[src/sv/vcpz_pkg.sv]
// ----------------------------------------------------------------------------
// vcpz_pkg: shared definitions for the view camera pan/zoom block
// Command codes, register indexes, datapath micro-operations, the controller
// micro-sequence and the fixed-point helper functions.
// ----------------------------------------------------------------------------
package vcpz_pkg;

   localparam int COORD_FRAC_BITS_DEF = 16;
   localparam int ZOOM_FRAC_BITS_DEF  = 16;

   localparam int DIV_N_W = 64;   // dividend magnitude width
   localparam int DIV_D_W = 32;   // divisor width (zoom or box extent)
   localparam int PC_W    = 4;
   localparam int CSR_IDX_W = 8;
   localparam int CSR_DAT_W = 32;

   typedef logic [2:0] cmd_type;
   localparam cmd_type CMD_W2S     = 3'd0;
   localparam cmd_type CMD_S2W     = 3'd1;
   localparam cmd_type CMD_PAN     = 3'd2;
   localparam cmd_type CMD_ZOOM_AT = 3'd3;
   localparam cmd_type CMD_FRAME   = 3'd4;
   localparam cmd_type CMD_SET     = 3'd5;

   typedef logic [CSR_IDX_W-1:0] csr_idx_type;
   localparam csr_idx_type REG_VP_W  = 8'd0;
   localparam csr_idx_type REG_VP_H  = 8'd1;
   localparam csr_idx_type REG_MIN_Z = 8'd2;
   localparam csr_idx_type REG_MAX_Z = 8'd3;

   typedef logic [4:0] op_type;
   localparam op_type OP_NOP     = 5'd0;
   localparam op_type OP_IGN     = 5'd1;
   localparam op_type OP_MULS_PT = 5'd2;
   localparam op_type OP_MULS_O  = 5'd3;
   localparam op_type OP_FINS    = 5'd4;
   localparam op_type OP_DIVW    = 5'd5;
   localparam op_type OP_FINW    = 5'd6;
   localparam op_type OP_DIVP    = 5'd7;
   localparam op_type OP_FINP    = 5'd8;
   localparam op_type OP_DIVA    = 5'd9;
   localparam op_type OP_FINA    = 5'd10;
   localparam op_type OP_ZMUL    = 5'd11;
   localparam op_type OP_ZSETP   = 5'd12;
   localparam op_type OP_ZSETA   = 5'd13;
   localparam op_type OP_FRAMEC  = 5'd14;
   localparam op_type OP_FMUL    = 5'd15;
   localparam op_type OP_DIVF    = 5'd16;
   localparam op_type OP_FINF    = 5'd17;
   localparam op_type OP_ZSETF   = 5'd18;

   typedef struct packed {
      op_type op;
      logic   axis;    // 0 x, 1 y
      logic   last;
   } uop_type;

   typedef struct packed {
      logic   load;
      logic   issue;
      op_type op;
      logic   axis;
   } dp_cmd_type;

   typedef struct packed {
      logic div_done;
      logic short_path;
   } dp_sts_type;

   function automatic logic is_div_op(input op_type op);
      return (op == OP_DIVW) || (op == OP_DIVP) || (op == OP_DIVA) || (op == OP_DIVF);
   endfunction

   function automatic uop_type mk(input op_type op, input logic axis, input logic last);
      uop_type u;
      u.op   = op;
      u.axis = axis;
      u.last = last;
      return u;
   endfunction

   // Micro-sequence of each command; short_path selects the rejected zoom or
   // the centre-only frame.
   function automatic uop_type ucode(input cmd_type cmd, input logic [PC_W-1:0] pc,
                                     input logic short_path);
      uop_type u;
      u = mk(OP_IGN, 1'b0, 1'b1);
      unique case (cmd)
         CMD_W2S: begin
            unique case (pc)
               4'd0: u = mk(OP_MULS_PT, 1'b0, 1'b0);
               4'd1: u = mk(OP_FINS, 1'b0, 1'b0);
               4'd2: u = mk(OP_MULS_PT, 1'b1, 1'b0);
               default: u = mk(OP_FINS, 1'b1, 1'b1);
            endcase
         end
         CMD_S2W: begin
            unique case (pc)
               4'd0: u = mk(OP_DIVW, 1'b0, 1'b0);
               4'd1: u = mk(OP_FINW, 1'b0, 1'b0);
               4'd2: u = mk(OP_DIVW, 1'b1, 1'b0);
               default: u = mk(OP_FINW, 1'b1, 1'b1);
            endcase
         end
         CMD_PAN: begin
            unique case (pc)
               4'd0: u = mk(OP_DIVP, 1'b0, 1'b0);
               4'd1: u = mk(OP_FINP, 1'b0, 1'b0);
               4'd2: u = mk(OP_DIVP, 1'b1, 1'b0);
               default: u = mk(OP_FINP, 1'b1, 1'b1);
            endcase
         end
         CMD_ZOOM_AT: begin
            if (short_path) begin
               u = mk(OP_IGN, 1'b0, 1'b1);
            end else begin
               unique case (pc)
                  4'd0:  u = mk(OP_DIVW, 1'b0, 1'b0);
                  4'd1:  u = mk(OP_FINW, 1'b0, 1'b0);
                  4'd2:  u = mk(OP_DIVW, 1'b1, 1'b0);
                  4'd3:  u = mk(OP_FINW, 1'b1, 1'b0);
                  4'd4:  u = mk(OP_ZMUL, 1'b0, 1'b0);
                  4'd5:  u = mk(OP_ZSETP, 1'b0, 1'b0);
                  4'd6:  u = mk(OP_MULS_O, 1'b0, 1'b0);
                  4'd7:  u = mk(OP_FINS, 1'b0, 1'b0);
                  4'd8:  u = mk(OP_MULS_O, 1'b1, 1'b0);
                  4'd9:  u = mk(OP_FINS, 1'b1, 1'b0);
                  4'd10: u = mk(OP_DIVA, 1'b0, 1'b0);
                  4'd11: u = mk(OP_FINA, 1'b0, 1'b0);
                  4'd12: u = mk(OP_DIVA, 1'b1, 1'b0);
                  default: u = mk(OP_FINA, 1'b1, 1'b1);
               endcase
            end
         end
         CMD_FRAME: begin
            unique case (pc)
               4'd0: u = mk(OP_FRAMEC, 1'b0, short_path);
               4'd1: u = mk(OP_FMUL, 1'b0, 1'b0);
               4'd2: u = mk(OP_DIVF, 1'b0, 1'b0);
               4'd3: u = mk(OP_FINF, 1'b0, 1'b0);
               4'd4: u = mk(OP_FMUL, 1'b1, 1'b0);
               4'd5: u = mk(OP_DIVF, 1'b1, 1'b0);
               4'd6: u = mk(OP_FINF, 1'b1, 1'b0);
               default: u = mk(OP_ZSETF, 1'b0, 1'b1);
            endcase
         end
         CMD_SET: u = mk(OP_ZSETA, 1'b0, 1'b1);
         default: u = mk(OP_IGN, 1'b0, 1'b1);
      endcase
      return u;
   endfunction

   function automatic logic [31:0] sat32(input logic signed [63:0] v);
      logic [31:0] r;
      if (v > 64'sd2147483647) begin
         r = 32'h7FFF_FFFF;
      end else if (v < -64'sd2147483648) begin
         r = 32'h8000_0000;
      end else begin
         r = v[31:0];
      end
      return r;
   endfunction

   function automatic logic [23:0] clamp_zoom(input logic [63:0] z, input logic [23:0] mn,
                                              input logic [23:0] mx);
      logic [23:0] lo;
      logic [23:0] hi;
      logic [23:0] r;
      lo = (mn != 24'd0) ? mn : 24'd1;
      hi = (mx < lo) ? lo : mx;
      if (z < {40'd0, lo}) begin
         r = lo;
      end else if (z > {40'd0, hi}) begin
         r = hi;
      end else begin
         r = z[23:0];
      end
      return r;
   endfunction

endpackage

[src/sv/vcpz_ctrl.sv]
// ----------------------------------------------------------------------------
// vcpz_ctrl: command sequencer
// Steps through the micro-sequence of the accepted command, waits on the
// divider and raises the result strobe for one cycle.
// ----------------------------------------------------------------------------
module vcpz_ctrl (
   input  logic                 clock,
   input  logic                 reset,
   input  logic                 start,
   input  vcpz_pkg::cmd_type    req_command,
   output logic                 busy,
   output logic                 rsp_valid,
   output vcpz_pkg::dp_cmd_type ctl,
   input  vcpz_pkg::dp_sts_type sts
);

   localparam logic [1:0] S_IDLE = 2'd0;
   localparam logic [1:0] S_EXEC = 2'd1;
   localparam logic [1:0] S_WAIT = 2'd2;
   localparam logic [1:0] S_RESP = 2'd3;

   logic [1:0]                  state_ff, state_in;
   logic [vcpz_pkg::PC_W-1:0]   pc_ff, pc_in;
   vcpz_pkg::cmd_type           cmd_ff, cmd_in;
   vcpz_pkg::uop_type           uop;

   assign uop = vcpz_pkg::ucode(cmd_ff, pc_ff, sts.short_path);

   always_comb begin
      state_in  = state_ff;
      pc_in     = pc_ff;
      cmd_in    = cmd_ff;
      ctl.load  = 1'b0;
      ctl.issue = 1'b0;
      ctl.op    = uop.op;
      ctl.axis  = uop.axis;
      unique case (state_ff)
         S_IDLE: begin
            if (start) begin
               ctl.load = 1'b1;
               cmd_in   = req_command;
               pc_in    = '0;
               state_in = S_EXEC;
            end
         end
         S_EXEC: begin
            ctl.issue = 1'b1;
            if (vcpz_pkg::is_div_op(uop.op)) begin
               state_in = S_WAIT;
            end else if (uop.last) begin
               state_in = S_RESP;
            end else begin
               pc_in = pc_ff + 1'b1;
            end
         end
         S_WAIT: begin
            if (sts.div_done) begin
               pc_in    = pc_ff + 1'b1;
               state_in = S_EXEC;
            end
         end
         default: state_in = S_IDLE;
      endcase
   end

   always_ff @(posedge clock) begin
      if (reset) begin
         state_ff <= S_IDLE;
         pc_ff    <= '0;
         cmd_ff   <= vcpz_pkg::CMD_W2S;
      end else begin
         state_ff <= state_in;
         pc_ff    <= pc_in;
         cmd_ff   <= cmd_in;
      end
   end

   assign busy      = (state_ff != S_IDLE);
   assign rsp_valid = (state_ff == S_RESP);

   ap_wait_has_div: assert property (@(posedge clock) disable iff (reset)
      (state_ff == S_WAIT) |-> vcpz_pkg::is_div_op(uop.op))
      else $error("waiting on divider without a divide step");
   ap_load_idle: assert property (@(posedge clock) disable iff (reset)
      ctl.load |=> (state_ff == S_EXEC) && (pc_ff == '0))
      else $error("accepted request did not start its sequence");
   ap_issue_excl: assert property (@(posedge clock) disable iff (reset)
      !(ctl.load && ctl.issue))
      else $error("load and issue together");

endmodule

[config.mk]
export PLATFORM = sky130hd
export DESIGN_NAME = vcpz_ctrl
export DESIGN_NICKNAME = d
export VERILOG_FILES = /design/src/sv/vcpz_pkg.sv /design/src/sv/vcpz_ctrl.sv
export SDC_FILE = /design/constraint.sdc
export NUM_CORES = 1
export LEC_CHECK = 0
export BUFFER_PORTS_ARGS = -buffer_cell sky130_fd_sc_hd__buf_2
export CAP_MARGIN = 20
export CORE_MARGIN = 10
export CORE_UTILIZATION = 55
export DETAILED_ROUTE_END_ITERATION = 7
export PLACE_DENSITY_LB_ADDON = 0.3
export SYNTH_ARGS = -nofsm -noshare
export SYNTH_HDL_FRONTEND = slang
export SYNTH_SLANG_ARGS = --single-unit
[constraint.sdc]
create_clock -name clock -period 3.8 [get_ports clock]
set_input_delay 0.19 -clock clock [delete_from_list [all_inputs] [get_ports clock]]
set_output_delay 0.19 -clock clock [all_outputs]
set_load 0.005 [all_outputs]
### After elaboration in Yosys (flattened, before gate mapping)

Memory sizes are Yosys's and may differ from the RTL's. A register that Yosys moved wholly into a read port is not among the register bits.
Index checks and enable logic that the tools add are counted.

| word-level totals | value |
|---|---|
| register bits | 9 |
| memory bits (read-only) | 96 |
| input port bits | 8 |
| output and inout bits | 10 |
| word-level logic and storage cells | 60 |
| memories kept | 1 |

| operators by class | value |
|---|---|
| $add $sub $neg | 1 |
| equal/unequal tests | 23 |
| multiplexer cells | 21 |
| reduce and logical (&&, ||, !) cells | 11 |

Memories:

| memory | depth | width | read ports | clocked after memory_dff | write ports | line | source |
|---|---|---|---|---|---|---|---|
| (no name shown) | 16 | 6 | 1 | 1 | 0 | vcpz_pkg.sv:117 | `unique case (pc)` |

Operators with widths:

| cell | number |
|---|---|
| $pmux W7 S7 | 1 |
| $pmux W7 S6 | 1 |
| $mux W4 | 6 |
| $pmux W4 S3 | 2 |
| $pmux W6 S3 | 1 |
| $pmux W5 S3 | 1 |
| $eq A4 B3 Y1 const B | 3 |
| $eq A5 B3 Y1 const B | 2 |
| $eq A4 B2 Y1 const B | 2 |
| $mux W2 | 4 |
| $ne A2 B2 Y1 const B | 4 |
| $mux W7 | 1 |
| $eq A3 B2 Y1 const B | 2 |
| $eq A3 B3 Y1 const B | 2 |
| $pmux W2 S3 | 1 |
| $eq A5 B4 Y1 const B | 1 |
| $eq A5 B5 Y1 const B | 1 |
| $reduce_and A5 Y1 | 1 |
| $add A4 B1 Y4 const B | 1 |
| $eq A2 B2 Y1 const B | 2 |
| $eq A4 B1 Y1 const B | 1 |
| $logic_not A4 Y1 | 1 |
| $eq A3 B1 Y1 const B | 1 |
| $logic_not A3 Y1 | 1 |
| 9 further kinds | 13 |

### Depth between registers and ports, before layout

| depth | value |
|---|---|
| word-level depth | 11 |
| depth in mapped cells | 16 |
| gate-level depth less buffers | 15 |

### Least setup slack after synthesis

OpenSTA, ideal clock, no wires.

| timing | value |
|---|---|
| path kind | register to register |
| start | register pc_ff[1] (netlist bit) |
| end | register with a tool-made name |
| setup time | 0.075 ns |
| data arrival time | 2.896 ns |
| required time | 3.725 ns |
| setup slack | 0.829 ns |
| stages on the path, launching flop included | 16 |
| path buffers | 1 |
| clock period less this slack | 2.971 ns |
| cell sequence | dfxtp_1 -> inv_1 -> ha_1 -> buf_4 -> or3_1 -> o21ai_1 -> a31oi_1 -> and4_4 -> o31ai_4 -> nand2_1 -> mux2i_1 -> nor2_1 -> inv_1 -> ha_1 -> a211o_1 -> o22ai_1 |

RTL lines:

| item | line | source |
|---|---|---|
| start, declared | vcpz_ctrl.sv:23 | `logic [vcpz_pkg::PC_W-1:0] pc_ff, pc_in;` |
| start signal, assigned | vcpz_ctrl.sv:73 | `pc_ff <= pc_in;` |

==> results.sh <==
export IMPL_status="completed"
export IMPL_drc_errors=0
export IMPL_synth_area_um2=1360
export IMPL_cts_buffer_depth=2
export IMPL_insertion_delay_ns=0.27
export IMPL_slew_violations=0
export IMPL_placed_cell_area_um2=1420
export IMPL_dr_pass1_iters=4
export IMPL_tns_ns=0
export IMPL_htreeDepth=1
export IMPL_via_count=1349
export IMPL_die_area_um2=4860
export IMPL_grt_first_pass_wirelength_um=5840
export IMPL_multi_input_area_um2=940
export IMPL_yosysSeqAreaShare=0.221
export IMPL_syn_area_per_cell_um2=7.68
export IMPL_power_uw=893
export IMPL_required_ns=3.97
export IMPL_crit_fanout=7
export IMPL_synth_edff_count=0
export IMPL_arrival_ns=3.64
export IMPL_hold_class="primary input to register"
export IMPL_fill_cells=207
export IMPL_dieHeight_um=69.7
export IMPL_clock_skew_ns=0.00120
export IMPL_max_clock_freq_ghz=0.288
export IMPL_grt_max_degree=16
export IMPL_place_gp_congestion=0.864
export IMPL_drtAntennaViolNets=0
export IMPL_clkSlewWorstSetupHoldPaths_ns=0.08
export IMPL_cts_root_buf="clkbuf_4"
export IMPL_nets=212
export IMPL_fin_crit_sh=0.914
export IMPL_track_usage=0.134
export IMPL_antenna_found_initial=0
export IMPL_post_drt_wl_per_cell_um=15.5
export IMPL_synth_ff_type="dfxtp_1"
export IMPL_vias_per_cell=6.19
export IMPL_syn_inst=177
export IMPL_synth_top_area_cell="dfxtp_1"
export IMPL_yosys_top_cells_area="dfxtp_1 (22%), ha_1 (12%), nor2_1 (6.1%)"
export IMPL_start_util=0.597
export IMPL_synth_nets=198
export IMPL_start_kind="register"
export IMPL_hpwlAfterDp_um=2700
export IMPL_grt_ovfl_total=0
export IMPL_setup_viol=0
export IMPL_grt_pass1_vias=1325
export IMPL_synth_seq_cells=15
export IMPL_rsz0062_at_grt="false"
export IMPL_n_antenna_cell=0
export IMPL_fin_area_um2=1450
export IMPL_post_cts_buffers=0
export IMPL_cts_hold_buffers=0
export IMPL_wirelength_um=3380
export IMPL_ys_types=57
export IMPL_p_per_area_nw_per_um2=616
export IMPL_cts_made_buffers=3
export IMPL_ios=18
export IMPL_ir_worst_vdd_mv=0.416
export IMPL_timing_final_hold_violations=0
export IMPL_die_w_um=69.7
export IMPL_ctsResizeCount=0
export IMPL_synth_top_cell_area_share=0.221
export IMPL_crit_type="register to register"
export IMPL_period_needed_ns=3.47
export IMPL_drive_gt1_frac=0.189
export IMPL_port_buffers=17
export IMPL_fp_coreArea_um2=2280
export IMPL_cts_tree="done"
export IMPL_max_slew_worst_pin_slew_ns=0.522
export IMPL_cp_end_kind="register"
export IMPL_cellLeakagePower_uw=0.000621
export IMPL_drv_cap=0
export IMPL_cts_sinks=15
export IMPL_regArea_um2=300
export IMPL_std_cell_rows=17
export IMPL_area_growth_synth_to_final_pct=6.72
export IMPL_relSlewSlack=0.652
export IMPL_drt_iter0_drc=98
export IMPL_async_flop_share=0
export IMPL_synth_warnings=0
-- Yosys cell counts (3+ instances only) --
cell / number
a21oi_1: 14
a31oi_1: 4
buf_4: 4
dfxtp_1: 15
ha_1: 13
inv_1: 17
nand2_1: 14
nand3_1: 5
nor2_1: 22
nor2b_1: 3
nor3_1: 5
o21ai_0: 7
-- kinds of logic after synthesis --
group	share of synthesized area
AOI/OAI and AO/OA	0.276
adders and majority gates	0.120
buffers and inverters	0.0875
DFF	0.221
muxes	0.0230
and+or+nand+nor	0.273
-- worst max-delay path, stage by stage, from the launching register on --
cell	delay (ns)
dfxtp_1	0.43
inv_1	0.10
ha_1	0.29
nor2_1	0.36
nor4_1	0.09
nor2_1	0.25
a211oi_2	0.11
and4_4	0.21
o31ai_4	0.36
a21oi_1	0.15
a41oi_1	0.38
nor2_1	0.10
inv_1	0.12
ha_1	0.23
nor2_1	0.10
o22ai_1	0.08
-- layout by cell type, fill, tap and decap left out, types with 2 or more instances in the layout --
cell type	synthesis	layout
a21oi_1	14	14
nor3_1	5	5
o21ai_0	7	7
ha_1	13	13
or3_1	2	2
nand3_1	5	5
inv_1	17	17
a31oi_1	4	4
a211o_1	2	2
o22ai_1	2	2
mux2i_1	2	2
nand2_1	14	14
buf_2	2	17
dfxtp_1	15	15
a211oi_1	2	2
nand2b_1	2	2
a41oi_1	2	2
nor2_1	22	22
nor2b_1	3	3
nor3b_1	2	2
clkbuf_4	0	3
-- final timing paths --
kind                                          startpoint                       end  slack, ns  cells past startpoint
worst max register to register     pc_ff[0]$_SDFFE_PP0N_                  register       0.33                     15
worst max-delay path               pc_ff[0]$_SDFFE_PP0N_                  register       0.33                     15
worst min-delay path                      req_command[0]    cmd_ff[0]$_SDFFE_PP0P_       0.14                      3
worst min register to register  state_ff[1]$_SDFFE_PP0P_  state_ff[1]$_SDFFE_PP0P_       0.59                      2
-- power breakdown --
part	leakage, uW	internal [uW]	switching, uW
Sequential	0.000122	187	42.9
Clock	0.0000150	40.7	45.1
Combinational	0.000484	238	338
Total	0.000621	467	426
-- layout make-up --
type,count,share of cell area
inverters,17,0.0440
flip-flops and latches,15,0.207
multi-input cells,137,0.648
repair buffers,17,0.0587
clock buffers,4,0.0181
well taps,28,0.0242
-- stage by stage --
stage	setup WS, ns	hold slack (ns)	cells	util
after floorplan	0.829	0.326	177	-
after global placement	0.502	0.433	214	0.626
after detailed placement	0.379	0.436	214	0.626
after CTS	0.343	0.132	218	0.637
after global routing	0.0374	0.149	218	0.637
final	0.326	0.144	218	0.637
-- per-layer routing --
metal,vias to the layer above,part of all wire,GRT usage,wire length [um]
li1,660,-,-,-
met1,618,0.44,0.156,1480
met2,57,0.47,0.230,1580
met3,14,0.068,0.0243,228
met4,0,0.024,0.0587,80
met5,-,0,0,0
Power figures use the tool's default switching activity.
